--- src/design/pisd_pkg.sv ---
// Package for the PWM input setpoint decoder: transaction structs, codes,
// widths and step counts of the bit-serial map datapath.
// Used by every module in the design folder.
package pisd_pkg;

    // Input event codes
    localparam logic [1:0] KIND_RISE   = 2'd0;
    localparam logic [1:0] KIND_FALL   = 2'd1;
    localparam logic [1:0] KIND_PERIOD = 2'd2;

    // Target kinds that take the direction pin
    localparam logic [1:0] TGT_SPEED   = 2'd1;
    localparam logic [1:0] TGT_CURRENT = 2'd2;

    // Configuration register indexes
    localparam int CFG_IDX_W = 3;
    localparam logic [CFG_IDX_W-1:0] CFG_TARGET_KIND     = 3'd0;
    localparam logic [CFG_IDX_W-1:0] CFG_WIDE_LIMIT      = 3'd1;
    localparam logic [CFG_IDX_W-1:0] CFG_NARROW_LIMIT    = 3'd2;
    localparam logic [CFG_IDX_W-1:0] CFG_VALUE_AT_WIDE   = 3'd3;
    localparam logic [CFG_IDX_W-1:0] CFG_VALUE_AT_NARROW = 3'd4;

    // Width check constants
    localparam logic [15:0] WIDTH_MARGIN = 16'd100;
    localparam logic [16:0] FULL_WIDTH   = 17'd65535;
    localparam logic [15:0] WIDE_GUARD   = 16'd65435;

    // Map datapath widths: |diff| * t < 2**48, quotient <= |diff| <= 2**32
    localparam int CNT_DATA_W = 16;
    localparam int HW_W       = 17;
    localparam int DIFF_W     = 33;
    localparam int PROD_W     = 48;
    localparam int QUO_W      = 33;

    // Serial step counts, one bit per cycle
    localparam int MUL_STEPS = CNT_DATA_W;
    localparam int DIV_STEPS = PROD_W;
    localparam int MUL_CW    = $clog2(MUL_STEPS);
    localparam int DIV_CW    = $clog2(DIV_STEPS);

    typedef struct packed {
        logic [1:0]  kind;
        logic [15:0] capture_count;
        logic        pulse_level;
        logic        dir_level;
    } t_in;

    typedef struct packed {
        logic               drive_disable;
        logic               goal_updated;
        logic signed [31:0] goal_value;
    } t_out;

    // Period-end job handed from the tracker to the map sequencer
    typedef struct packed {
        logic            confirmed;
        logic [HW_W-1:0] width;
        logic            dir_level;
    } t_job;

endpackage

--- src/design/pisd_track.sv ---
// Edge tracker: seen flags, stored high time and the two-period good check.
// Registers one job per period-end transaction. Depends on pisd_pkg.
module pisd_track (
    input  logic            i_clk,
    input  logic            i_rst_n,
    input  logic            i_accept,
    input  pisd_pkg::t_in   i_in,
    input  logic [15:0]     i_wide,
    input  logic [15:0]     i_narrow,
    output pisd_pkg::t_job  o_job
);
    import pisd_pkg::*;

    logic [HW_W-1:0] r_high_width, n_high_width;
    logic            r_rise, n_rise;
    logic            r_fall, n_fall;
    logic            r_good_once, n_good_once;
    logic            r_good_conf, n_good_conf;
    t_job            r_job, n_job;

    logic            whole;
    logic [HW_W-1:0] width;
    logic            too_wide;
    logic            too_narrow;
    logic            good;

    // Check the period that just ended
    always_comb begin
        whole      = !r_rise && !r_fall;
        width      = whole ? (i_in.pulse_level ? FULL_WIDTH : '0) : r_high_width;
        too_wide   = (i_wide < WIDE_GUARD) &&
                     ((HW_W'(i_wide) + HW_W'(WIDTH_MARGIN)) < width);
        too_narrow = (i_narrow > WIDTH_MARGIN) &&
                     (HW_W'(i_narrow - WIDTH_MARGIN) > width);
        good       = !whole && !too_wide && !too_narrow;
    end

    // Advance flags on each accepted event
    always_comb begin
        n_high_width = r_high_width;
        n_rise       = r_rise;
        n_fall       = r_fall;
        n_good_once  = r_good_once;
        n_good_conf  = r_good_conf;
        n_job        = r_job;
        if (i_accept) begin
            case (i_in.kind)
                KIND_RISE: begin
                    n_rise = 1'b1;
                end
                KIND_FALL: begin
                    n_high_width = HW_W'(i_in.capture_count) + HW_W'(1);
                    n_fall       = 1'b1;
                end
                KIND_PERIOD: begin
                    n_rise       = 1'b0;
                    n_fall       = 1'b0;
                    n_high_width = width;
                    if (good) begin
                        if (r_good_once) begin
                            n_good_conf = 1'b1;
                        end else begin
                            n_good_once = 1'b1;
                            n_good_conf = 1'b0;
                        end
                    end else begin
                        n_good_once = 1'b0;
                        n_good_conf = 1'b0;
                    end
                    n_job.confirmed = n_good_conf;
                    n_job.width     = width;
                    n_job.dir_level = i_in.dir_level;
                end
                default: begin
                    n_rise = r_rise;
                end
            endcase
        end
    end

    always_ff @(posedge i_clk) begin
        if (!i_rst_n) begin
            r_high_width <= '0;
            r_rise       <= 1'b0;
            r_fall       <= 1'b0;
            r_good_once  <= 1'b0;
            r_good_conf  <= 1'b0;
            r_job        <= '0;
        end else begin
            r_high_width <= n_high_width;
            r_rise       <= n_rise;
            r_fall       <= n_fall;
            r_good_once  <= n_good_once;
            r_good_conf  <= n_good_conf;
            r_job        <= n_job;
        end
    end

    assign o_job = r_job;

endmodule

--- src/design/pisd_mul.sv ---
// Bit-serial multiplier: |diff| times the clamped width offset, one
// multiplier bit per cycle, MSB first. Depends on pisd_pkg.
module pisd_mul (
    input  logic                              i_clk,
    input  logic                              i_rst_n,
    input  logic                              i_start,
    input  logic signed [pisd_pkg::DIFF_W-1:0] i_diff,
    input  logic [pisd_pkg::CNT_DATA_W-1:0]   i_mplier,
    output logic [pisd_pkg::PROD_W-1:0]       o_prod,
    output logic                              o_done
);
    import pisd_pkg::*;

    logic [DIFF_W-1:0]     r_mcand, n_mcand;
    logic [CNT_DATA_W-1:0] r_mplier, n_mplier;
    logic [PROD_W-1:0]     r_acc, n_acc;
    logic [MUL_CW-1:0]     r_cnt, n_cnt;
    logic                  r_busy, n_busy;
    logic                  r_done, n_done;

    // Load magnitude, then shift and add one bit per cycle
    always_comb begin
        n_mcand  = r_mcand;
        n_mplier = r_mplier;
        n_acc    = r_acc;
        n_cnt    = r_cnt;
        n_busy   = r_busy;
        n_done   = 1'b0;
        if (i_start) begin
            n_mcand  = i_diff[DIFF_W-1] ? DIFF_W'(-i_diff) : DIFF_W'(i_diff);
            n_mplier = i_mplier;
            n_acc    = '0;
            n_cnt    = '0;
            n_busy   = 1'b1;
        end else if (r_busy) begin
            n_acc    = {r_acc[PROD_W-2:0], 1'b0} +
                       (r_mplier[CNT_DATA_W-1] ? PROD_W'(r_mcand) : '0);
            n_mplier = {r_mplier[CNT_DATA_W-2:0], 1'b0};
            n_cnt    = r_cnt + MUL_CW'(1);
            if (r_cnt == MUL_CW'(MUL_STEPS - 1)) begin
                n_busy = 1'b0;
                n_done = 1'b1;
            end
        end
    end

    always_ff @(posedge i_clk) begin
        if (!i_rst_n) begin
            r_busy <= 1'b0;
            r_done <= 1'b0;
            r_cnt  <= '0;
        end else begin
            r_busy <= n_busy;
            r_done <= n_done;
            r_cnt  <= n_cnt;
        end
        r_mcand  <= n_mcand;
        r_mplier <= n_mplier;
        r_acc    <= n_acc;
    end

    assign o_prod = r_acc;
    assign o_done = r_done;

endmodule

--- src/design/pisd_div.sv ---
// Restoring divider: one quotient bit per cycle over the product width.
// Remainder stays as narrow as the divisor. Depends on pisd_pkg.
module pisd_div (
    input  logic                            i_clk,
    input  logic                            i_rst_n,
    input  logic                            i_start,
    input  logic [pisd_pkg::PROD_W-1:0]     i_num,
    input  logic [pisd_pkg::CNT_DATA_W-1:0] i_den,
    output logic [pisd_pkg::QUO_W-1:0]      o_quo,
    output logic                            o_done
);
    import pisd_pkg::*;

    logic [PROD_W-1:0]     r_num, n_num;
    logic [CNT_DATA_W-1:0] r_den, n_den;
    logic [CNT_DATA_W-1:0] r_rem, n_rem;
    logic [DIV_CW-1:0]     r_cnt, n_cnt;
    logic                  r_busy, n_busy;
    logic                  r_done, n_done;

    logic [CNT_DATA_W:0]   shifted;
    logic                  fits;

    // Shift in one dividend bit, subtract when the divisor fits
    always_comb begin
        shifted = {r_rem, r_num[PROD_W-1]};
        fits    = shifted >= {1'b0, r_den};
        n_num   = r_num;
        n_den   = r_den;
        n_rem   = r_rem;
        n_cnt   = r_cnt;
        n_busy  = r_busy;
        n_done  = 1'b0;
        if (i_start) begin
            n_num  = i_num;
            n_den  = i_den;
            n_rem  = '0;
            n_cnt  = '0;
            n_busy = 1'b1;
        end else if (r_busy) begin
            n_rem = fits ? CNT_DATA_W'(shifted - {1'b0, r_den})
                         : shifted[CNT_DATA_W-1:0];
            n_num = {r_num[PROD_W-2:0], fits};
            n_cnt = r_cnt + DIV_CW'(1);
            if (r_cnt == DIV_CW'(DIV_STEPS - 1)) begin
                n_busy = 1'b0;
                n_done = 1'b1;
            end
        end
    end

    always_ff @(posedge i_clk) begin
        if (!i_rst_n) begin
            r_busy <= 1'b0;
            r_done <= 1'b0;
            r_cnt  <= '0;
        end else begin
            r_busy <= n_busy;
            r_done <= n_done;
            r_cnt  <= n_cnt;
        end
        r_num <= n_num;
        r_den <= n_den;
        r_rem <= n_rem;
    end

    assign o_quo  = r_num[QUO_W-1:0];
    assign o_done = r_done;

endmodule

--- src/design/pwm_input_setpoint_decoder.sv ---
// PWM input setpoint decoder, top level: config registers, map sequencer, output register.
// Captures are accepted in the idle state and can follow back to back. A period end runs
// through setup, the bit-serial multiplier, the restoring divider and the sign, sum and
// direction steps; unconfirmed or degenerate-limit periods go from setup to the direction
// step. The input stalls until the result is registered, then the next transaction enters.
// Synchronous active-low reset clears control and tracker flags, loads the config defaults.
module pwm_input_setpoint_decoder (
    input  logic                               i_clk,
    input  logic                               i_rst_n,
    input  logic                               i_in_valid,
    output logic                               o_in_stall,
    input  pisd_pkg::t_in                      i_in,
    output logic                               o_out_valid,
    input  logic                               i_out_stall,
    output pisd_pkg::t_out                     o_out,
    input  logic                               i_cfg_we,
    input  logic [pisd_pkg::CFG_IDX_W-1:0]     i_cfg_index,
    input  logic [31:0]                        i_cfg_data
);
    import pisd_pkg::*;

    typedef enum logic [8:0] {
        ST_IDLE = 9'b000000001,
        ST_PREP = 9'b000000010,
        ST_LOAD = 9'b000000100,
        ST_MUL  = 9'b000001000,
        ST_DIV  = 9'b000010000,
        ST_SIGN = 9'b000100000,
        ST_SUM  = 9'b001000000,
        ST_DIRN = 9'b010000000,
        ST_OUT  = 9'b100000000
    } t_state;

    // Configuration registers
    logic [1:0]         r_target_kind;
    logic [15:0]        r_wide;
    logic [15:0]        r_narrow;
    logic signed [31:0] r_val_wide;
    logic signed [31:0] r_val_narrow;

    t_state                     r_state, n_state;
    logic [CNT_DATA_W-1:0]      r_t, n_t;
    logic [CNT_DATA_W-1:0]      r_den, n_den;
    logic signed [DIFF_W-1:0]   r_diff, n_diff;
    logic signed [QUO_W:0]      r_sq, n_sq;
    logic signed [31:0]         r_goal, n_goal;
    logic                       r_out_valid, n_out_valid;
    t_out                       r_out, n_out;

    logic                       in_accept;
    logic                       out_free;
    logic                       mul_start;
    logic                       mul_done;
    logic                       div_start;
    logic                       div_done;
    logic [PROD_W-1:0]          prod;
    logic [QUO_W-1:0]           quo;
    t_job                       job;
    logic [CNT_DATA_W-1:0]      clamped;
    logic signed [QUO_W:0]      sum;

    assign in_accept = i_in_valid && (r_state == ST_IDLE);
    assign out_free  = !r_out_valid || !i_out_stall;
    assign mul_start = (r_state == ST_LOAD);
    assign div_start = (r_state == ST_MUL) && mul_done;

    // Write configuration registers
    always_ff @(posedge i_clk) begin
        if (!i_rst_n) begin
            r_target_kind <= 2'd0;
            r_wide        <= 16'd2000;
            r_narrow      <= 16'd1000;
            r_val_wide    <= '0;
            r_val_narrow  <= '0;
        end else if (i_cfg_we) begin
            case (i_cfg_index)
                CFG_TARGET_KIND:     r_target_kind <= i_cfg_data[1:0];
                CFG_WIDE_LIMIT:      r_wide        <= i_cfg_data[15:0];
                CFG_NARROW_LIMIT:    r_narrow      <= i_cfg_data[15:0];
                CFG_VALUE_AT_WIDE:   r_val_wide    <= i_cfg_data;
                CFG_VALUE_AT_NARROW: r_val_narrow  <= i_cfg_data;
                default:             r_wide        <= r_wide;
            endcase
        end
    end

    pisd_track u_track (
        .i_clk    (i_clk),
        .i_rst_n  (i_rst_n),
        .i_accept (in_accept),
        .i_in     (i_in),
        .i_wide   (r_wide),
        .i_narrow (r_narrow),
        .o_job    (job)
    );

    pisd_mul u_mul (
        .i_clk    (i_clk),
        .i_rst_n  (i_rst_n),
        .i_start  (mul_start),
        .i_diff   (r_diff),
        .i_mplier (r_t),
        .o_prod   (prod),
        .o_done   (mul_done)
    );

    pisd_div u_div (
        .i_clk   (i_clk),
        .i_rst_n (i_rst_n),
        .i_start (div_start),
        .i_num   (prod),
        .i_den   (r_den),
        .o_quo   (quo),
        .o_done  (div_done)
    );

    // Clamp the width into the window
    always_comb begin
        if (job.width > HW_W'(r_wide)) begin
            clamped = r_wide;
        end else if (job.width < HW_W'(r_narrow)) begin
            clamped = r_narrow;
        end else begin
            clamped = job.width[CNT_DATA_W-1:0];
        end
        sum = (QUO_W+1)'(r_val_narrow) + r_sq;
    end

    // Sequence one period-end transaction through the map datapath
    always_comb begin
        n_state     = r_state;
        n_t         = r_t;
        n_den       = r_den;
        n_diff      = r_diff;
        n_sq        = r_sq;
        n_goal      = r_goal;
        n_out       = r_out;
        n_out_valid = r_out_valid;
        if (r_out_valid && !i_out_stall) begin
            n_out_valid = 1'b0;
        end
        case (r_state)
            ST_IDLE: begin
                if (in_accept && i_in.kind == KIND_PERIOD) begin
                    n_state = ST_PREP;
                end
            end
            ST_PREP: begin
                if (!job.confirmed) begin
                    n_goal  = '0;
                    n_state = ST_DIRN;
                end else if (r_narrow == r_wide) begin
                    n_goal  = r_val_narrow;
                    n_state = ST_DIRN;
                end else if (r_narrow > r_wide) begin
                    n_goal  = (job.width > HW_W'(r_wide)) ? r_val_wide : r_val_narrow;
                    n_state = ST_DIRN;
                end else begin
                    n_t     = clamped - r_narrow;
                    n_den   = r_wide - r_narrow;
                    n_diff  = DIFF_W'(r_val_wide) - DIFF_W'(r_val_narrow);
                    n_state = ST_LOAD;
                end
            end
            ST_LOAD: begin
                n_state = ST_MUL;
            end
            ST_MUL: begin
                if (mul_done) begin
                    n_state = ST_DIV;
                end
            end
            ST_DIV: begin
                if (div_done) begin
                    n_state = ST_SIGN;
                end
            end
            ST_SIGN: begin
                n_sq    = r_diff[DIFF_W-1] ? -$signed({1'b0, quo}) : $signed({1'b0, quo});
                n_state = ST_SUM;
            end
            ST_SUM: begin
                n_goal  = sum[31:0];
                n_state = ST_DIRN;
            end
            ST_DIRN: begin
                if (job.confirmed && !job.dir_level &&
                    (r_target_kind == TGT_SPEED || r_target_kind == TGT_CURRENT)) begin
                    n_goal = (r_goal == 32'sh8000_0000) ? 32'sh7fff_ffff : -r_goal;
                end
                n_state = ST_OUT;
            end
            ST_OUT: begin
                if (out_free) begin
                    n_out.drive_disable = !job.confirmed;
                    n_out.goal_updated  = job.confirmed;
                    n_out.goal_value    = r_goal;
                    n_out_valid         = 1'b1;
                    n_state             = ST_IDLE;
                end
            end
            default: begin
                n_state = ST_IDLE;
            end
        endcase
    end

    always_ff @(posedge i_clk) begin
        if (!i_rst_n) begin
            r_state     <= ST_IDLE;
            r_out_valid <= 1'b0;
        end else begin
            r_state     <= n_state;
            r_out_valid <= n_out_valid;
        end
        r_t    <= n_t;
        r_den  <= n_den;
        r_diff <= n_diff;
        r_sq   <= n_sq;
        r_goal <= n_goal;
        r_out  <= n_out;
    end

    assign o_in_stall  = (r_state != ST_IDLE);
    assign o_out_valid = r_out_valid;
    assign o_out       = r_out;

    // Serial units report completion only in their own sequencer step
    a_mul_done_in_mul: assert property (@(posedge i_clk) disable iff (!i_rst_n)
        mul_done |-> r_state == ST_MUL)
        else $error("multiplier done outside its step");

    a_div_done_in_div: assert property (@(posedge i_clk) disable iff (!i_rst_n)
        div_done |-> r_state == ST_DIV)
        else $error("divider done outside its step");

    // A result without a fresh setpoint disables the drive and carries zero
    a_out_consistent: assert property (@(posedge i_clk) disable iff (!i_rst_n)
        o_out_valid |-> (o_out.drive_disable == !o_out.goal_updated) &&
                        (o_out.goal_updated || o_out.goal_value == 32'sd0))
        else $error("inconsistent result fields");

    // An accepted period end starts the map sequence
    a_period_starts: assert property (@(posedge i_clk) disable iff (!i_rst_n)
        (in_accept && i_in.kind == KIND_PERIOD) |=> r_state == ST_PREP)
        else $error("period end did not start the sequence");

endmodule
--- config.mk ---
export PLATFORM = sky130hd
export DESIGN_NAME = pwm_input_setpoint_decoder
export DESIGN_NICKNAME = d
export VERILOG_FILES = /design/src/design/pisd_pkg.sv /design/src/design/pisd_track.sv /design/src/design/pisd_mul.sv /design/src/design/pisd_div.sv /design/src/design/pwm_input_setpoint_decoder.sv
export SDC_FILE = /design/constraint.sdc
export NUM_CORES = 1
export LEC_CHECK = 0
export BUFFER_PORTS_ARGS = -buffer_cell sky130_fd_sc_hd__buf_2
export CAP_MARGIN = 20
export CORE_AREA = 3 3 322 245
export DETAILED_ROUTE_END_ITERATION = 10
export DIE_AREA = 0 0 325 248
export PLACE_DENSITY_LB_ADDON = 0.08
export SYNTH_ARGS = -nofsm -noshare
export SYNTH_HDL_FRONTEND = slang
export SYNTH_SLANG_ARGS = --single-unit
--- constraint.sdc ---
create_clock -name i_clk -period 9.7 [get_ports i_clk]
set_input_delay 0 -clock i_clk [delete_from_list [all_inputs] [get_ports i_clk]]
set_output_delay 0 -clock i_clk [all_outputs]
set_load 0.03 [all_outputs]
==> flow_summary.toml, run 1 <==
[timing]
post-route-period-util = 0.504
drv_slew = 0
worst_pin_slew_ps = 1100
layout_min_cycle_time_ps = 4890
rsz0062_at_grt = "false"
fmax_ghz = 0.204
setup-tns-final_ps = 0
fin_skew_ps = 22.4
slew-limit-headroom = 0.264
setup-violations-final = 0
finalHoldViolCount = 0

[setup_path]
critPathMaxStageDelay_ps = 540
r2r_slack_ps = 4810
crit_path_start_kind = "flip-flop"
criticalPathCategory = "reg2reg"
cp_common_cell = "o21ai_0"
critPathCaptureType = "flip-flop"
startpoint = "r_narrow[1]$_SDFFE_PN0P_"
slowest_stage = "dfxtp_1"
crit_fanout = 15
required_ps = 10050
crit_arrival_ps = 5240
reg2reg_from = "r_narrow[1]$_SDFFE_PN0P_"
path_cells = "inv_1, ha_1, a21o_1, a21oi_1, o21ai_0, a31o_2, a21oi_2, buf_4, mux2i_1, o21ai_0, ha_1, o21a_1, o31a_1, nor2_1, o21ai_0, a31oi_1, a211o_1, o21ai_0, a31oi_1, xnor2_1"

[global_routing]
grt_usage = 0.214
grt_max_degree = 94
grt_pass1_vias = 22600
antenna_found_initial = 0
grt_pass1_wl_um = 136000
grt_overflow = 0

[synth]
synth_nets = 3582
syn-cell-area_mm2 = 0.0303
ys_ff_latch = 501
avgSynthCellArea_um2 = 9.19
ys.flop_type = "edfxtp_1"
async_flop_share = 0
yosysUniqueCellTypes = 70
synth_edf_count = 276
postSynthCellCount = 3298
ys_warn_count = 0
ys_seq_area_frac = 0.422

[clock_tree]
path_clk_slew_ps = 60
insertion_delay_ps = 620
cts-root-buf = "clkbuf_16"
numCtsBuffers = 55
cts_tree = "done"
cts_resized = 0
ctsHtreeMaxLevel = 2
clockBufferDepth = 3
clkSinkCount = 501

[placed_design]
portBuffers = 95
place_congestion = 0.916
dpl_cell_area_mm2 = 0.0319
dp_hpwl_um = 65000

[routing]
finalWirelength_um = 87700
drc = 0
wl_per_cell_um = 19.5
drt_iter0_drc = 1845
postRouteAntennaNets = 0
drtPass1Iterations = 6
vias = 24000
vias_per_cell = 5.33

[finish]
antenna_cells = 0
area_delta_synth_final_pct = 13.9
final_area_mm2 = 0.0345
nNetsFinal = 3711
drive_gt1_frac = 0.0792
nFillCells = 7366

[die]
rows = 88
ioPinCount = 96
die_area_mm2 = 0.0806
die_w_um = 325
start_util = 0.397
core-area_mm2 = 0.0763
die_y_um = 248

[min_path]
hp-class = "in2reg"
min-delay-start = "i_in[1]"

[power_and_ir_drop]
peakVddDrop_mv = 0.122
leakagePower_nw = 13.5
power.density_mw_per_mm2 = 161

[status]
status = "completed"

[run]
maxCapViolCount = 0
[through the flow]
step	hold WS, ps	setup slack (ps)	std cells	utilization	total power [mW]
6_report	175	4810	4507	0.452	5.56
5_1_grt	210	4380	4507	0.452	5.82
4_1_cts	135	4790	4505	0.452	5.61
3_5_place_dp	278	4820	4334	0.418	3.35
3_3_place_gp	268	4920	4334	0.418	3.34
2_1_floorplan	139	1850	3298	-	3.09
[area by class of cell]
| class | instances | area [um2] | share of cell area |
|---|---|---|---|
| well taps | 1035 | 1290 | 0.0375 |
| flip-flops and latches | 501 | 12800 | 0.371 |
| inverters | 136 | 510 | 0.0148 |
| multi-input cells | 2536 | 16600 | 0.481 |
| repair buffers | 197 | 1450 | 0.0420 |
| clock inverters | 25 | 308 | 0.00892 |
| clock buffers | 77 | 1570 | 0.0454 |
[what timing repair did]
| action | CTS | global route |
|---|---|---|
| hold buffers | 69 | 0 |
| setup buffers | 0 | 0 |
| endpoints found under the hold margin | 134 | 0 |
[critical path, delay by kind of cell (launching register included)]
kind / cells / cell delay, ps
DFF: 1 / 540
and+or+nand+nor: 1 / 60
muxes: 1 / 230
xor gates and xnor gates: 1 / 140
buffers and inverters: 2 / 480
AOI/OAI and AO/OA: 13 / 2510
adders and majority gates: 2 / 670
[cell usage after synthesis (all sizes together) (13+ instances only)]
cell	n	area share
and3	31	0.0064
a21boi	101	0.025
clkbuf	114	0.014
and2	51	0.011
mux2i	55	0.018
a31oi	29	0.0060
dfxtp	225	0.15
or3	27	0.0061
inv	134	0.017
o41ai	14	0.0040
o211a	20	0.0066
ha	218	0.090
a211oi	42	0.010
o21ai	170	0.028
nand3	49	0.0081
mux2	13	0.0048
a21o	78	0.019
nand2	542	0.067
a21oi	215	0.036
nor4	21	0.0043
o211ai	26	0.0064
xnor2	184	0.053
nor3	54	0.0089
nand4	32	0.0066
or4	23	0.0061
edfxtp	276	0.27
o21a	31	0.0077
xor2	66	0.019
nor2b	56	0.012
nand2b	31	0.0064
o31ai	29	0.0076
nor2	209	0.026
[layer usage]
| metal | global-route usage | wire length [um] |
|---|---|---|
| met1 | 0.361 | 49400 |
| met2 | 0.272 | 31200 |
| met3 | 0.0361 | 5510 |
| met4 | 0.0452 | 1630 |
| met5 | 0 | 0 |
[registers in the layout (all words and copies together) (netlist names), 17 cells and up]
signal                count
u_div.r_num              48
r_val_wide               32
r_sq                     32
r_goal                   32
u_mul.r_mcand            33
o_out                    34
u_track.o_job            19
u_mul.o_prod             48
r_diff                   33
u_track.r_high_width     17
r_val_narrow             32
[where the power goes]
part | switching [mW] | internal [mW]
clock | 0.898 | 1.31
sequential | 0.0543 | 2.30
combinational | 0.574 | 0.417
[layout by cell type, fill, tap and decap left out, types with 32 or more instances in the layout]
master / count
nand4_1: 32
inv_1: 134
clkbuf_16: 55
dfxtp_1: 224
nand3_1: 49
nor2_1: 207
buf_4: 32
mux2i_1: 55
a21oi_1: 212
buf_2: 94
xnor2_1: 184
xor2_1: 66
ha_1: 218
a21boi_0: 101
nand2_1: 540
nor3_1: 54
a211oi_1: 42
dlygate4sd3_1: 69
edfxtp_1: 276
a21o_1: 78
nor2b_1: 54
o21ai_0: 168
and2_1: 51
[path summary, 6_finish.rpt]
path                                                       to  cells after the start
worst max-delay path                        r_t[15]$_DFFE_PP_                     20
worst min-delay path            u_track.o_job[1]$_SDFFE_PN0P_                      7
worst max register to register              r_t[15]$_DFFE_PP_                     20
worst min register to register       u_div.r_den[8]$_DFFE_PP_                      0
[logic make-up after synthesis]
logic type                 after synthesis  synth area share
and+or+nand+nor                       1169             0.179
AOI/OAI and AO/OA                      825             0.177
DFF                                    501             0.422
buffers and inverters                  261            0.0324
xor gates and xnor gates               250            0.0723
adders and majority gates              224            0.0940
muxes                                   68            0.0230
(Power assumes the default switching activity.)
==> run 2: changes to the inputs <==
clock period = 4.1 ns   (was 9.7 ns; I/O delays follow)
==> run 2 against run 1 <==
  * Register-to-register slack worse by 4800 ps
  * Power up 150%
  * Fmax up 21%
  * Cell area up 3.4%
  * Critical path depth down 1
  * Global-route usage up 0.48 points
  * Sequential power up 140%
  * Non-clock buffer count up 104
  * Cell count up 2.4%
  * First-iteration DRC count up 0.87%
  * Hold slack worse by 93 ps
==> flow_summary.toml, run 2 (synthesized netlist as in run 1, its figures left out) <==
[status]
status = "completed"

[min_path]
hp-class = "in2reg"
hold_end = "r_target_kind[0]$_SDFFE_PN0P_"
whs_path_depth = 5
min-delay-start = "i_cfg_index[2]"

[finish]
layoutNonFillerInstCount = 4616
final_cell_mix = "539 x nand2_1, 276 x edfxtp_1, 216 x dfxtp_1, 210 x ha_1, 206 x a21oi_1"
area_delta_synth_final_pct = 17.8
mostFrequentLayoutCell = "nand2_1"
final_area_mm2 = 0.0357
drive_gt1_frac = 0.120
fin_util = 0.468
nNetsFinal = 3816

[timing]
post-route-period-util = 0.988
fmax_ghz = 0.247
slew-limit-headroom = 0.318
hold_slack_ps = 81.9
setup-violations-final = 0
worst_pin_slew_ps = 1020
drv_slew = 0
rsz0062_at_grt = "true"
finalHoldViolCount = 0
fin_skew_ps = 20.7
layout_min_cycle_time_ps = 4050

[setup_path]
required_ps = 4480
crit_path_start_kind = "flip-flop"
crit_fanout = 6
critPathCaptureType = "flip-flop"
r2r_slack_ps = 50
worstRegToRegCells = 19
crit_arrival_ps = 4430
reg2reg_from = "u_track.o_job[7]$_SDFFE_PN0P_"
r2r-end = "r_t[14]$_DFFE_PP_"
criticalPathCategory = "reg2reg"

[global_routing]
grt_pass1_wl_um = 138000
grt_usage = 0.219
antenna_found_initial = 2
grt_overflow = 0
grt_max_degree = 78
grt_pass1_vias = 22800

[power_and_ir_drop]
leakagePower_nw = 14.1
combPwrFrac = 0.202
peakVddDrop_mv = 0.315
power_mw = 13.7
cellInternalPower_mw = 9.84
clkPwrFrac = 0.391
power.density_mw_per_mm2 = 383
p_seq_frac = 0.407
p_sw_frac = 0.281
p_sw_mw = 3.84

[routing]
postRouteAntennaNets = 0
vias = 24600
drt_iter0_drc = 1861
wl_per_cell_um = 19.6
vias_per_cell = 5.33
drtPass1Iterations = 5
finalWirelength_um = 90500
drc = 0

[die]
die_w_um = 325
start_util = 0.397
ioPinCount = 96
die_area_mm2 = 0.0806
core-area_mm2 = 0.0763
rows = 88
die_y_um = 248

[clock_tree]
insertion_delay_ps = 630
clockBufferDepth = 3
path_clk_slew_ps = 60
ctsHtreeMaxLevel = 2
cts_tree = "done"
cts-root-buf = "clkbuf_16"
clkSinkCount = 501
numCtsBuffers = 56

[placed_design]
portBuffers = 95
dpl_cell_area_mm2 = 0.0327
place_congestion = 0.925
dp_hpwl_um = 67400
dp.cells = 4430

[run]
maxCapViolCount = 0
==> run 2: cell types whose count changed in the layout (fill, tap and decap cells not counted), moves of 8 or more <==
| cell | previous run | this run |
|---|---|---|
| buf_4 | 32 | 133 |
| dfxtp_1 | 224 | 216 |
| ha_1 | 218 | 210 |
| o21ai_0 | 168 | 160 |
==> run 2: layout make-up <==
type	count	area (um2)
diodes	1	2.50
clock buffers	74	1540
clock inverters	32	378
fillers	7261	40600
inverters	136	510
multi-input cells	2536	16900
flip-flops and latches	501	12800
well taps	1035	1290
repair buffers	301	2300
==> run 2: how the worst max path moves through the flow <==
stage,start,to,slack (ps),cells past startpoint
after floorplan,r_wide[12]$_SDFFE_PN0P_,r_t[14]$_DFFE_PP_,3,20
after global placement,r_wide[12]$_SDFFE_PN0P_,r_t[15]$_DFFE_PP_,-160,19
after detailed placement,r_wide[12]$_SDFFE_PN0P_,r_t[15]$_DFFE_PP_,-290,19
after CTS,r_wide[10]$_SDFFE_PN1P_,r_t[14]$_DFFE_PP_,9,20
after global routing,r_wide[12]$_SDFFE_PN0P_,r_t[14]$_DFFE_PP_,-200,21
final,u_track.o_job[7]$_SDFFE_PN0P_,r_t[14]$_DFFE_PP_,50,19
==> run 2: worst max-delay path, stage by stage, from the launching register on <==
cell,delay (ps)
dfxtp_1,340
buf_4,160
ha_1,300
a21o_1,170
a21o_1,180
a211oi_2,300
a21oi_4,160
nor2_2,120
a21oi_2,40
ha_2,220
fa_2,370
nor2b_2,140
o21ai_2,90
a21boi_2,200
o21ai_2,100
a21oi_2,170
a311oi_2,130
o41ai_2,370
a21oi_2,100
xnor2_1,130
==> run 2: power by group through the flow <==
stage,Clock [mW],Sequential (mW),Combinational [mW]
final,5.35,5.56,2.77
after floorplan,0,5.63,1.68
after detailed placement,0,5.66,2.45
after global routing,5.68,5.57,3.04
after global placement,0,5.65,2.39
after CTS,5.48,5.55,2.58
==> run 2: timing repair <==
| item | CTS | global route |
|---|---|---|
| endpoints found under the setup margin | 6 | 7 |
| hold endpoints to repair | 127 | 0 |
| setup buffers | 3 | 11 |
| pin swaps | 8 | 34 |
| cloned | 1 | 0 |
| resized for setup | 21 | 47 |
| hold buffers | 62 | 0 |
==> run 2: stage by stage <==
step / worst slack, ps / TNS (ps)
6_report: 48.1 / 0
5_1_grt: -203 / -512
4_1_cts: 9.50 / 0
3_5_place_dp: -287 / -931
3_3_place_gp: -164 / -489
2_1_floorplan: 3.25 / 0
==> run 2: routing by layer <==
| metal | share of wire | global-route usage | up-vias |
|---|---|---|---|
| met5 | 0 | 0 | - |
| met4 | 0.017 | 0.0431 | 0 |
| met3 | 0.062 | 0.0350 | 93 |
| met2 | 0.36 | 0.284 | 615 |
| met1 | 0.56 | 0.367 | 11600 |
| li1 | - | - | 12300 |
